### config.mk
export PLATFORM = sky130hd
export DESIGN_NAME = tdp_divider
export DESIGN_NICKNAME = d
export VERILOG_FILES = /design/src/hw/rtl/tdp_pkg.sv /design/src/hw/rtl/tdp_divider.sv
export SDC_FILE = /design/constraint.sdc
export NUM_CORES = 1
export LEC_CHECK = 0
export ABC_CLOCK_PERIOD_IN_PS = 3580
export BUFFER_PORTS_ARGS = -buffer_cell sky130_fd_sc_hd__buf_2
export CAP_MARGIN = 20
export CORE_ASPECT_RATIO = 0.8
export CORE_MARGIN = 3
export CORE_UTILIZATION = 55
export CTS_BUF_LIST = sky130_fd_sc_hd__clkbuf_8
export DETAILED_ROUTE_END_ITERATION = 8
export GPL_ROUTABILITY_DRIVEN = 0
export PLACE_DENSITY = 0.81
export SLEW_MARGIN = 20
export SYNTH_ARGS = -nofsm -noshare
export SYNTH_HDL_FRONTEND = slang
export SYNTH_SLANG_ARGS = --single-unit
export TNS_END_PERCENT = 1
### constraint.sdc
create_clock -name clock -period 3.58 [get_ports clock]
set_input_delay 0.895 -clock clock [delete_from_list [all_inputs] [get_ports clock]]
set_output_delay 0.895 -clock clock [all_outputs]
set_load 0.01 [all_outputs]
### src/hw/rtl/tdp_pkg.sv
// Shared constants, types and width helpers for the trial-division prime tester.
// No dependencies.
`timescale 1ns / 1ps

package tdp_pkg;

   // Working width of the number under test (4 .. 64).
   localparam int WIDTH = 32;
   // Port width of the number, factor and cofactor fields.
   localparam int FIELD_W = 32;
   // Bit counter of the serial divider: must hold WIDTH itself.
   localparam int CNT_W = $clog2(WIDTH + 1);

   localparam logic [WIDTH-1:0] D_FIRST = WIDTH'(3);
   localparam logic [WIDTH-1:0] D_STEP = WIDTH'(2);
   localparam logic [WIDTH-1:0] F_TWO = WIDTH'(2);

   typedef enum logic [1:0] {
      ST_IDLE,
      ST_DIV,
      ST_CHECK,
      ST_FINISH
   } state_type;

   // Port field -> working width (zero-extend or truncate).
   function automatic logic [WIDTH-1:0] to_work(input logic [FIELD_W-1:0] v);
      logic [63:0] t;
      t = 64'(v);
      return t[WIDTH-1:0];
   endfunction

   // Working width -> port field (zero-extend or truncate).
   function automatic logic [FIELD_W-1:0] to_field(input logic [WIDTH-1:0] v);
      logic [63:0] t;
      t = 64'(v);
      return t[FIELD_W-1:0];
   endfunction

endpackage

### src/hw/rtl/tdp_divider.sv
// Bit-serial restoring divider: one quotient bit per cycle.
// Depends on tdp_pkg.
`timescale 1ns / 1ps

module tdp_divider (
   input  logic                      clock,
   input  logic                      reset,
   input  logic                      start,
   input  logic [tdp_pkg::WIDTH-1:0] dividend,
   input  logic [tdp_pkg::WIDTH-1:0] divisor,
   output logic                      done,
   output logic [tdp_pkg::WIDTH-1:0] quotient,
   output logic [tdp_pkg::WIDTH-1:0] remainder
);

   logic                      busy_ff, busy_in;
   logic                      done_ff, done_in;
   logic [tdp_pkg::CNT_W-1:0] cnt_ff, cnt_in;
   logic [tdp_pkg::WIDTH-1:0] rem_ff, rem_in;
   logic [tdp_pkg::WIDTH-1:0] quo_ff, quo_in;
   logic [tdp_pkg::WIDTH-1:0] div_ff, div_in;

   logic [tdp_pkg::WIDTH:0]   trial;
   logic [tdp_pkg::WIDTH:0]   diff;
   logic                      fits;

   // Shift the next dividend bit into the partial remainder, subtract if it fits.
   always_comb begin
      trial = {rem_ff, quo_ff[tdp_pkg::WIDTH-1]};
      diff  = trial - {1'b0, div_ff};
      fits  = (trial >= {1'b0, div_ff});
   end

   always_comb begin
      busy_in = busy_ff;
      done_in = 1'b0;
      cnt_in  = cnt_ff;
      rem_in  = rem_ff;
      quo_in  = quo_ff;
      div_in  = div_ff;
      if (start) begin
         busy_in = 1'b1;
         cnt_in  = tdp_pkg::CNT_W'(tdp_pkg::WIDTH);
         rem_in  = '0;
         quo_in  = dividend;
         div_in  = divisor;
      end else if (busy_ff) begin
         rem_in = fits ? diff[tdp_pkg::WIDTH-1:0] : trial[tdp_pkg::WIDTH-1:0];
         quo_in = {quo_ff[tdp_pkg::WIDTH-2:0], fits};
         cnt_in = cnt_ff - tdp_pkg::CNT_W'(1);
         if (cnt_ff == tdp_pkg::CNT_W'(1)) begin
            busy_in = 1'b0;
            done_in = 1'b1;
         end
      end
   end

   always_ff @(posedge clock) begin
      if (reset) begin
         busy_ff <= 1'b0;
         done_ff <= 1'b0;
         cnt_ff  <= '0;
      end else begin
         busy_ff <= busy_in;
         done_ff <= done_in;
         cnt_ff  <= cnt_in;
      end
      rem_ff <= rem_in;
      quo_ff <= quo_in;
      div_ff <= div_in;
   end

   assign done      = done_ff;
   assign quotient  = quo_ff;
   assign remainder = rem_ff;

endmodule

==> After elaboration in Yosys (flattened, before gate mapping) <==
Cells that the tools add are included.
{ "totals": {"output_inout_bits": 65, "ff_bits": 104} }
{ "op_classes": {"addsub": 2, "mux": 9, "n_reduce_logical": 3, "n_lt_le_gt_ge": 1, "n_eq_ne": 1, "n_bitwise": 1} }
{ "ops": {"columns": ["operator", "n"], "rows": [
  ["$mux 32", 3],
  ["$ge 33x32->1", 1],
  ["$sub 32x32->32", 1],
  ["$mux 6", 2],
  ["$eq 6x1->1 const B", 1],
  ["$sub 6x1->6 const B", 1],
  ["$mux 1", 4],
  ["$reduce_or 3->1", 1],
  ["$reduce_bool 2->1", 1],
  ["$reduce_or 2->1", 1],
  ["$not 1->1", 1]
]} }

==> Longest topological paths before layout <==
Gate-level depths: netlist of the first run.
{ "depth": {"depth_word": 4, "depth_mapped": 13, "mapped_depth_nobuf": 12} }

==> Worst setup path before layout of the first run <==
Ideal clock, no wire load.
{ "synth_path": {"kind": "register to register", "from": "register quo_ff (netlist bit quotient[31])", "to": "register rem_ff (netlist bit remainder[30])", "setup_slack_ns": 0.592, "t_required_ns": 3.452, "arrival_ns": 2.860, "path_stages_with_launch": 13, "n_path_buf": 0, "setup_ns": 0.128, "cell_sequence": "edfxtp_1 inv_1 ha_1 fa_1 nor2b_1 o21ai_0 o21ai_1 a311oi_1 o32ai_1 nor2_1 o41ai_1 xor2_1 o2bb2ai_1"} }
{ "synth_via": {"elab_chain_len": 2, "word_cells_on_any_way": 3, "cone_classes": "add/sub: 1; order compare: 1; mux: 1"} }
{ "synth_lines": {"columns": ["element", "line", "text"], "rows": [
  ["start, declared", "tdp_divider.sv:20", "logic [tdp_pkg::WIDTH-1:0] quo_ff, quo_in;"],
  ["start signal, assigned", "tdp_divider.sv:69", "quo_ff <= quo_in;"],
  ["$sub 32x32->32 or $ge 33x32->1 (tied branches)", "tdp_divider.sv:30, tdp_divider.sv:31", null],
  ["$mux 32 *", "tdp_divider.sv:48", "rem_in = fits ? diff[tdp_pkg::WIDTH-1:0] : trial[tdp_pkg::WIDTH-1:0];"],
  ["end signal, assigned", "tdp_divider.sv:68", "rem_ff <= rem_in;"],
  ["end, declared", "tdp_divider.sv:19", "logic [tdp_pkg::WIDTH-1:0] rem_ff, rem_in;"]
]} }
Mark *: on every way between the ends. The rest lies on a longest branch, timed or not.
A chain may end at the register's enable or synchronous reset.

==> Final worst setup path of the first run <==
{ "layout_path": {"from": "register div_ff[10] in the netlist's numbering", "to": "register rem_ff (netlist bit remainder[28])"} }
{ "layout_via": {"elab_chain_len": 2, "word_cells_on_any_way": 3, "cone_classes": "add/sub: 1; order compare: 1; mux: 1"} }
{ "layout_lines": {"columns": ["element", "line", "text"], "rows": [
  ["start, declared", "tdp_divider.sv:21", "logic [tdp_pkg::WIDTH-1:0] div_ff, div_in;"],
  ["start signal, assigned", "tdp_divider.sv:70", "div_ff <= div_in;"],
  ["$sub 32x32->32 or $ge 33x32->1 (tied branches)", "tdp_divider.sv:30, tdp_divider.sv:31", null],
  ["$mux 32 *", "tdp_divider.sv:48", null]
]} }
Marks and branches as above.

==> key figures, run 1 <==
Critical path
  – Slowest stage delay, CP: approximately 670 ps
  – Crit Reg-Reg Endpoint: remainder[28]$_SDFFE_PP0P_
  – Crit Path Max Fanout: 6
  – CP most frequent cell: nor4_1
  – Worst flop-to-flop path startpoint: div_ff[10]$_DFFE_PP_
  – Slowest CP cell: o32ai_1
  – Data arrival, critical path: around 3600 ps
  – Critical Path Sink Type: register
  – R2R setup slack: approximately 240 ps
  – Critical path type: reg2reg
  – R2R cell count: 10
  – Worst setup SP type: register
  – Crit path cell chain: inv_1 > ha_1 > inv_1 > nor4_1 > a311oi_1 > o32ai_1 > nor2_1 > nor4_1 > nor4_1 > a2111oi_0
  – Critical Path RT: around 3800 ps

Global routing
  – First-pass GRT wire length: ~22,000 um
  – Largest net degree at the start of global routing: 60
  – Initial antenna violation count: 0
  – Vias in the first global route: 4,553
  – GRT overflow: 0
  – Total Routing Usage GR: about 22%

Detailed routing
  – Post-route ant nets: 0
  – Residual DRC count: 0
  – Post-Route WL: 13,300 um
  – Via count: approximately 4,800
  – Starting DRT DRC Count: 370
  – Via density: about 5.7
  – DR WL/cell: around 16 um
  – Pre-Repair DR Iteration Count: 6

STA
  – RSZ-0062 raised after global routing: false
  – Max-slew violation count: 0
  – Sum of negative setup slack: 0 ps
  – Worst Tran Pin Value: slightly below 700 ps
  – Final hold vios: 0
  – Relative slew margins: 54.3%
  – Fin crit period: 3340 ps
  – Final setup violation count: 0
  – Skew final: 16.5 ps
  – Hold_ws: around 510 ps
  – Fmax: roughly 0.3 GHz
  – Period utilization: between 90% and 100%
  – Final WS setup: 238 ps

Clocking
  – Post-CTS resize count: 0
  – Post-CTS setup buffers: 0
  – CTS tree: built
  – TritonCTS Buffers: 9
  – Clock Sinks: between 100 and 150
  – Clk pin slew, worst setup/hold paths: ~100 ps
  – Longest Clk Path Bufs: 2
  – Root Buffer: clkbuf_8
  – # H-tree levels: 3
  – Worst-Skew Late Latency: 380 ps
  – CTS Hold Bufs: 0

Floorplan
  – Boundary Pins: roughly 130
  – Die X: about 120 um
  – Die area: approximately 12,000 um^2
  – Cell Rows: 32
  – Die H: roughly 98 um
  – Initial Util: between 50% and 60%
  – Core area: 9970 um^2

Logic synthesis
  – Synthesized area per cell: between 10 and 15 um^2
  – Post-synth EDFFs: 64
  – Ranking of synthesized cells by area: edfxtp_1, dfxtp_1, ha_1
  – Syn nets: 674
  – Seq cells post-synth: 104
  – Synth cell count leaders: nor2_1, edfxtp_1, inv_1, dfxtp_1, a21oi_1
  – Area leader, netlist: edfxtp_1
  – Share of synthesized registers carrying an async set or reset: 0%
  – Synth unique cells: 61
  – Most frequent cell after synthesis: nor2_1
  – Yosys warning count: 0
  – Synth Instances: around 570
  – Cell Area, Synth: approximately 5800 um^2
  – Post-synth top area share: about a third
  – Top FF cell, synth: edfxtp_1
  – Register area share after synthesis: 46.8%

Pwr
  – Overall power: 2.95 mW
  – Leak: around 3.1 nW
  – Power density cells: 432 nW/um^2
  – Worst vdd ir: between 0.2 and 0.3 mV

Finish
  – Antenna diodes: 0
  – Share of layout cells above drive strength 1: around 28%
  – Fin nets: between 700 and 800
  – Sequential Area: ~2700 um^2
  – Area delta synth->final: 17.2%
  – # fillers: 790
  – Area occupied by multi-input gates: 2820 um^2
  – Final core occ: between 60% and 70%
  – Fin area: 6810 um^2
  – Final Instance Count excl. Fillers: about 840

Placement
  – DP Area: around 6600 um^2
  – Place WS: between 300 and 400 ps
  – Placed Cells: 821
  – DP Wirelength: slightly below 10,000 um
  – IO buf count: about 130

Min path
  – Worst Hold Depth: 2
  – Hold EP: cnt_ff[1]$_SDFFE_PP0P_
  – Hold Path Origin: cnt_ff[1]$_SDFFE_PP0P_
  – Min-delay worst type: reg2reg

Run status
  – Outcome: finished clean

Job
  – # Max-Cap Violations: 0
## report_power, final
part           internal [mW]  switching [mW]
combinational          0.355           0.450
sequential              1.39          0.0726
clock                  0.258           0.421
total                   2.00           0.944
## cell families after synthesis
family | synth area share (%)
DFF | 46.8
buffers and inverters | 4.73
xor gates and xnor gates | 4.37
muxes | 7.55
adders and majority gates | 7.66
and+or+nand+nor | 12.5
AOI/OAI and AO/OA | 16.3
## registers in the layout (all words and copies together), names as in the netlist
signal     flops
quotient      32
busy_ff        1
div_ff        32
remainder     32
cnt_ff         6
done           1
## how the worst max path moves through the flow
stage	from	end
4_1_cts	remainder[13]$_SDFFE_PP0P_	remainder[24]$_SDFFE_PP0P_
6_report	div_ff[10]$_DFFE_PP_	remainder[28]$_SDFFE_PP0P_
5_1_grt	quotient[31]$_DFFE_PP_	remainder[28]$_SDFFE_PP0P_
3_5_place_dp	remainder[13]$_SDFFE_PP0P_	remainder[3]$_SDFFE_PP0P_
3_3_place_gp	div_ff[14]$_DFFE_PP_	remainder[24]$_SDFFE_PP0P_
2_1_floorplan	quotient[31]$_DFFE_PP_	remainder[30]$_SDFFE_PP0P_
## critical path: cells and delay by family, from the launching register on
kind	cells	cell delay, ps
buffers and inverters	2	170
AOI/OAI and AO/OA	3	1270
DFF	1	350
and+or+nand+nor	4	1070
adders and majority gates	1	360
## layer usage
metal,vias up,GRT usage [%],part of all wire [%]
li1,2328,-,-
met1,2238,31.7,46
met2,176,34.1,45
met3,37,5.50,6.8
met4,0,6.88,2.4
met5,-,0,0
## layout by cell type, fill, tap and decap left out, types with 5 or more instances in the layout
| cell type | count |
|---|---|
| o31a_1 | 5 |
| buf_4 | 5 |
| xnor2_1 | 17 |
| or2_2 | 5 |
| xor2_1 | 12 |
| a211oi_1 | 30 |
| mux2_2 | 31 |
| inv_1 | 45 |
| edfxtp_1 | 64 |
| nand2_1 | 32 |
| o21ai_0 | 10 |
| and3_1 | 5 |
| dfxtp_1 | 39 |
| nor3_1 | 10 |
| and4_1 | 5 |
| o21ai_1 | 6 |
| a21oi_1 | 39 |
| nor2_1 | 67 |
| ha_1 | 34 |
| nor4_1 | 5 |
| mux2i_1 | 9 |
| clkbuf_8 | 9 |
| nand3_1 | 8 |
| a21o_1 | 7 |
| buf_2 | 130 |
## area by class of cell
type | instances | share of cell area, %
Clock inverter | 7 | 0.753
Timing Repair Buffer | 138 | 11.0
Clock buffer | 9 | 1.82
Multi-Input combinational cell | 397 | 41.4
Sequential cell | 104 | 40.0
Inverter | 46 | 2.53
Tap cell | 136 | 2.50
(Power assumes the default switching activity.)
==> run 2: changes to the inputs <==
--- a/config.mk
+++ b/config.mk
@@ -5,16 +5,16 @@
 export SDC_FILE = /design/constraint.sdc
 export NUM_CORES = 1
 export LEC_CHECK = 0
+export ABC_AREA = 0
 export ABC_CLOCK_PERIOD_IN_PS = 3580
 export BUFFER_PORTS_ARGS = -buffer_cell sky130_fd_sc_hd__buf_2
 export CAP_MARGIN = 20
 export CORE_ASPECT_RATIO = 0.8
 export CORE_MARGIN = 3
-export CORE_UTILIZATION = 55
+export CORE_UTILIZATION = 40
 export CTS_BUF_LIST = sky130_fd_sc_hd__clkbuf_8
 export DETAILED_ROUTE_END_ITERATION = 8
 export GPL_ROUTABILITY_DRIVEN = 0
-export PLACE_DENSITY = 0.81
 export SLEW_MARGIN = 20
 export SYNTH_ARGS = -nofsm -noshare
 export SYNTH_HDL_FRONTEND = slang
==> key figures, run 2 (synthesis results as in run 1) <==
Floorplan
  – Cell Rows: 38 (+19%)
  – Initial Util: 41.9% (-16 points)
  – Die H: 114 um (+16%)
  – Core area: 13,900 um^2 (+39%)
  – Die X: 141 um (+16%)
  – Die area: 16,000 um^2 (+35%)
  – Boundary Pins: 132 (unchanged)

Placement
  – Place WS: 437 ps (+44.5 ps)
  – DP Wirelength: 10,300 um (+3.9%)
  – IO buf count: 131 (unchanged)
  – DP Area: 6660 um^2 (+0.38%)

Clocking
  – Worst-Skew Late Latency: 390 ps (about the same)
  – Longest Clk Path Bufs: 2 (unchanged)
  – Post-CTS resize count: 0 (unchanged)
  – CTS Hold Bufs: 0 (unchanged)
  – Post-CTS setup buffers: 0 (unchanged)
  – Clock Sinks: 104 (unchanged)
  – TritonCTS Buffers: 9 (unchanged)
  – # H-tree levels: 3 (unchanged)
  – Root Buffer: clkbuf_8
  – Clk pin slew, worst setup/hold paths: 100 ps (about the same)
  – CTS tree: built

STA
  – Final WS setup: 397 ps (+159 ps)
  – Relative slew margins: 59.5% (+5.2 points)
  – Final hold vios: 0 (unchanged)
  – Sum of negative setup slack: 0 ps (unchanged)
  – Period utilization: 88.9% (-4.4 points)
  – Final setup violation count: 0 (unchanged)
  – Skew final: 13.3 ps (-3.14 ps)
  – Fmax: 0.314 GHz (+5.0%)
  – Fin crit period: 3180 ps (-159 ps)
  – Max-slew violation count: 0 (unchanged)
  – RSZ-0062 raised after global routing: false
  – Worst Tran Pin Value: 605 ps (-74.2 ps)

Pwr
  – Reg power frac: 48.5% (-1.1 points)
  – Combinational Power Share: 26.2% (-1.2 points)
  – Internal Power: 2.07 mW (+3.2%)
  – Psw: 948 uW (+0.40%)
  – Worst vdd ir: 0.231 mV (-14%)
  – Leak: 3.10 nW (about the same)
  – Sw frac: 31.5% (-0.60 points)
  – Clk pwr share: 25.3% (+2.3 points)
  – Power density cells: 439 nW/um^2 (+1.5%)

Finish
  – Fin nets: 799 (+0.13%)
  – Area delta synth->final: 18.1%
  – Highest-count cells in the layout ignoring fill and taps: buf_2, nor2_1, edfxtp_1
  – Commonest non-fill, non-tap cell in the layout: buf_2
  – Fin area: 6870 um^2 (+0.77%)
  – Sequential Area: 2720 um^2 (unchanged)
  – Antenna diodes: 0 (unchanged)
  – # fillers: 1,321 (+67%)
  – Share of layout cells above drive strength 1: 28.2% (+0.10 points)
  – Area occupied by multi-input gates: 2820 um^2 (unchanged)

Global routing
  – First-pass GRT wire length: 22,200 um (+2.1%)
  – Total Routing Usage GR: 17.1% (-5.3 points)
  – GRT overflow: 0 (unchanged)
  – Initial antenna violation count: 0 (unchanged)
  – Gr busiest metal: met2
  – M1 GR Usage: 24.1% (-7.6 points)
  – GRT met3 Usage: 4.86% (-0.64 points)
  – Largest net degree at the start of global routing: 47 (-22%)
  – Vias in the first global route: 4,432 (-2.7%)
  – Met2 capacity usage during global routing: 26.1% (-8.0 points)

Critical path
  – Critical Path Sink Type: register
  – Critical Path RT: 3890 ps (+50 ps)
  – Data arrival, critical path: 3490 ps (-120 ps)
  – Crit Reg-Reg Endpoint: remainder[31]$_SDFFE_PP0P_
  – Critical path type: reg2reg
  – R2R setup slack: 400 ps (+160 ps)
  – R2R cell count: 11 (+1)
  – Worst setup SP type: register
  – Crit Path Max Fanout: 7 (+1)
  – Worst flop-to-flop path startpoint: div_ff[14]$_DFFE_PP_

Detailed routing
  – Post-route ant nets: 0 (unchanged)
  – Via count: 4,661 (-2.5%)
  – Starting DRT DRC Count: 256 (-31%)
  – Via density: 5.28 (-7.4%)
  – Residual DRC count: 0 (unchanged)
  – Post-Route WL: 13,700 um (+3.6%)
  – DR WL/cell: 15.6 um (-1.7%)
  – Pre-Repair DR Iteration Count: 5 (-1)

Min path
  – Min-delay worst type: reg2reg
  – Hold EP: cnt_ff[0]$_SDFFE_PP0P_
  – Hold Path Origin: cnt_ff[0]$_SDFFE_PP0P_
  – Worst Hold Depth: 2 (unchanged)

Run status
  – Outcome: finished clean

Job
  – # Max-Cap Violations: 0 (unchanged)
## run 2: cell count changes in the layout (fill, tap and decap cells not counted), sizes merged
| cell | change |
|---|---|
| inv | -1 |
| bufinv | +1 |
| buf | +1 |
## run 2: power groups by stage
stage / clock, mW / sequential (mW) / combinational, mW
final: 0.763 / 1.46 / 0.790
after global routing: 0.839 / 1.48 / 0.888
after CTS: 0.798 / 1.46 / 0.794
after detailed placement: 0 / 1.49 / 0.788
after global placement: 0 / 1.48 / 0.779
after floorplan: 0 / 1.50 / 0.526
## run 2: critical path: stages (launching register included)
cell and delay [ps]:
edfxtp_1 340, inv_1 40, ha_1 350, a21oi_1 180
o21ai_1 110, a2111o_1 390, a221o_1 360, o211a_1 290
o31a_1 330, o21ai_1 110, or3b_1 370, a311oi_2 230
## run 2: area by class of cell
class	count	share of cell area, %
clock buffer	9	1.80
clock inverter	7	1.15
inverter	46	2.51
multi-input combinational	397	41.1
sequential	104	39.7
tap	180	3.28
timing repair buffer	139	10.5
## run 2: routing by layer
metal	wire length, um	vias to the layer above
li1	-	2341
met1	6690	2220
met2	6170	96
met3	795	4
met4	69	0
met5	0	-
## run 2: stage by stage
stage	hold WS [ps]	power (mW)	cells	util, %
after floorplan	462	2.03	572	-
after global placement	475	2.26	866	48.0
after detailed placement	478	2.28	866	48.0
after CTS	492	3.05	882	49.5
after global routing	524	3.20	882	49.5
final	489	3.01	882	49.5
## run 2: worst max-delay path by stage
stage / slack [ps] / endpoint / depth (start not counted) / startpoint
after global routing: 90 / remainder[30]$_SDFFE_PP0P_ / 12 / quotient[31]$_DFFE_PP_
after floorplan: 590 / remainder[30]$_SDFFE_PP0P_ / 12 / quotient[31]$_DFFE_PP_
after CTS: 400 / remainder[31]$_SDFFE_PP0P_ / 11 / div_ff[14]$_DFFE_PP_
final: 400 / remainder[31]$_SDFFE_PP0P_ / 11 / div_ff[14]$_DFFE_PP_
after detailed placement: 440 / remainder[31]$_SDFFE_PP0P_ / 11 / div_ff[14]$_DFFE_PP_
after global placement: 500 / remainder[31]$_SDFFE_PP0P_ / 11 / div_ff[14]$_DFFE_PP_
==> run 3: changes to the inputs <==
--- a/config.mk
+++ b/config.mk
@@ -12,7 +12,7 @@
 export CORE_ASPECT_RATIO = 0.8
 export CORE_MARGIN = 3
 export CORE_UTILIZATION = 40
-export CTS_BUF_LIST = sky130_fd_sc_hd__clkbuf_8
+export CTS_BUF_LIST = sky130_fd_sc_hd__clkbuf_8 sky130_fd_sc_hd__clkbuf_16
 export DETAILED_ROUTE_END_ITERATION = 8
 export GPL_ROUTABILITY_DRIVEN = 0
 export SLEW_MARGIN = 20
==> key figures, run 3 (synthesis results as in run 1) <==
Finish
  – Share of layout cells above drive strength 1: 28.2% (unchanged)
  – Highest-count cells in the layout ignoring fill and taps: buf_2, nor2_1, edfxtp_1
  – Final Instance Count excl. Fillers: 882 (unchanged)
  – Commonest non-fill, non-tap cell in the layout: buf_2
  – Area delta synth->final: 19.8%
  – Fin area: 6970 um^2 (+1.5%)
  – Fin nets: 799 (unchanged)
  – # fillers: 1,311 (-0.76%)
  – Antenna diodes: 0 (unchanged)

Detailed routing
  – Via count: 4,665 (+0.086%)
  – Via density: 5.29 (about the same)
  – Post-Route WL: 13,900 um (+1.2%)
  – DR WL/cell: 15.7 um (+1.2%)
  – Pre-Repair DR Iteration Count: 4 (-1)
  – Post-route ant nets: 0 (unchanged)
  – Starting DRT DRC Count: 263 (+2.7%)
  – Residual DRC count: 0 (unchanged)

Clocking
  – Post-CTS setup buffers: 0 (unchanged)
  – Worst-Skew Late Latency: 350 ps (-40 ps)
  – Post-CTS resize count: 0 (unchanged)
  – CTS tree: built
  – Clock Sinks: 104 (unchanged)
  – CTS Hold Bufs: 0 (unchanged)
  – TritonCTS Buffers: 9 (unchanged)
  – Clk pin slew, worst setup/hold paths: 70 ps (-30 ps)
  – Root Buffer: clkbuf_16
  – Longest Clk Path Bufs: 2 (unchanged)
  – # H-tree levels: 3 (unchanged)

Placement
  – DP Wirelength: 10,300 um (unchanged)
  – IO buf count: 131 (unchanged)
  – Placed Cells: 866 (unchanged)
  – DP Area: 6660 um^2 (unchanged)

Floorplan
  – Boundary Pins: 132 (unchanged)
  – Die H: 114 um (unchanged)
  – Core area: 13,900 um^2 (unchanged)
  – Die X: 141 um (unchanged)
  – Die area: 16,000 um^2 (unchanged)
  – Cell Rows: 38 (unchanged)
  – Initial Util: 41.9% (unchanged)

Global routing
  – First-pass GRT wire length: 22,300 um (+0.53%)
  – Largest net degree at the start of global routing: 47 (unchanged)
  – Total Routing Usage GR: 17.2% (+0.17 points)
  – Vias in the first global route: 4,433 (+0.023%)
  – Initial antenna violation count: 0 (unchanged)
  – GRT overflow: 0 (unchanged)

Pwr
  – Reg power frac: 44.7% (-3.8 points)
  – Sw frac: 30.0% (-1.4 points)
  – Overall power: 3.27 mW (+8.4%)
  – Leak: 3.14 nW (+1.5%)
  – Combinational Power Share: 24.3% (-1.9 points)
  – Worst vdd ir: 0.320 mV (+38%)
  – Power density cells: 469 nW/um^2 (+6.8%)
  – Psw: 981 uW (+3.5%)
  – Internal Power: 2.29 mW (+11%)
  – Clk pwr share: 31.0% (+5.7 points)

Critical path
  – Critical Path RT: 3810 ps (-80 ps)
  – Crit Path Max Fanout: 6 (-1)
  – Worst setup SP type: register
  – Worst flop-to-flop path startpoint: div_ff[7]$_DFFE_PP_
  – Critical path type: reg2reg
  – Critical path origin: div_ff[7]$_DFFE_PP_
  – Critical Path Sink Type: register
  – Data arrival, critical path: 3430 ps (-60 ps)
  – R2R cell count: 10 (-1)

Run status
  – Outcome: finished clean

Min path
  – Min-delay worst type: reg2reg
  – Worst Hold Depth: 2 (unchanged)
  – Hold Path Origin: cnt_ff[0]$_SDFFE_PP0P_

STA
  – Sum of negative setup slack: 0 ps (unchanged)
  – Relative slew margins: 57.1% (-2.4 points)
  – Final setup violation count: 0 (unchanged)
  – Max-slew violation count: 0 (unchanged)
  – Fmax: 0.312 GHz (-0.57%)
  – Period utilization: 89.4% (+0.51 points)
  – Worst Tran Pin Value: 638 ps (+33.1 ps)
  – RSZ-0062 raised after global routing: false
  – Fin crit period: 3200 ps (+18.2 ps)
  – Hold_ws: 486 ps (-2.75 ps)
  – Skew final: 9.88 ps (-3.45 ps)
  – Final hold vios: 0 (unchanged)

Job
  – # Max-Cap Violations: 0 (unchanged)
[run 3: final timing paths]
path,slack (ps),endpoint
max,380,remainder[28]$_SDFFE_PP0P_
min,490,cnt_ff[0]$_SDFFE_PP0P_
max reg2reg,380,remainder[28]$_SDFFE_PP0P_
min reg2reg,490,cnt_ff[0]$_SDFFE_PP0P_
[run 3: power groups by stage]
stage                     combinational (mW)  sequential (mW)  clock [mW]
final                                  0.794             1.46        1.01
after floorplan                        0.526             1.50           0
after detailed placement               0.788             1.49           0
after CTS                              0.795             1.46        1.05
after global routing                   0.888             1.48        1.09
after global placement                 0.779             1.48           0
[run 3: metrics by stage]
stage | setup WS (ps) | utilization (%)
final | 379 | 50.2
after global routing | 102 | 50.2
after CTS | 407 | 50.2
after detailed placement | 437 | 48.0
after global placement | 501 | 48.0
after floorplan | 592 | -
[run 3: cell type report]
class                           instances  area (um^2)  share of cell area [%]
Clock buffer                            9          225                    3.23
Clock inverter                          7         78.8                    1.13
Inverter                               46          173                    2.48
Multi-Input combinational cell        397         2820                    40.5
Sequential cell                       104         2720                    39.1
Tap cell                              180          225                    3.23
Timing Repair Buffer                  139          718                    10.3
[run 3: worst max-delay path: stages, from the launching register on]
cell and delay, ps:
edfxtp_1 370, inv_1 70, ha_1 280, a21oi_1 270, o21ai_1 130, a221o_1 340
a311oi_1 570, o32ai_1 280, nor4b_1 360, nor4_1 120, a2111oi_0 280
[run 3: metal layers]
metal | global-route usage [%] | share of wire [%]
met1 | 24.2 | 49
met2 | 26.2 | 45
met3 | 4.99 | 5.2
met4 | 4.45 | 0.67
met5 | 0 | 0
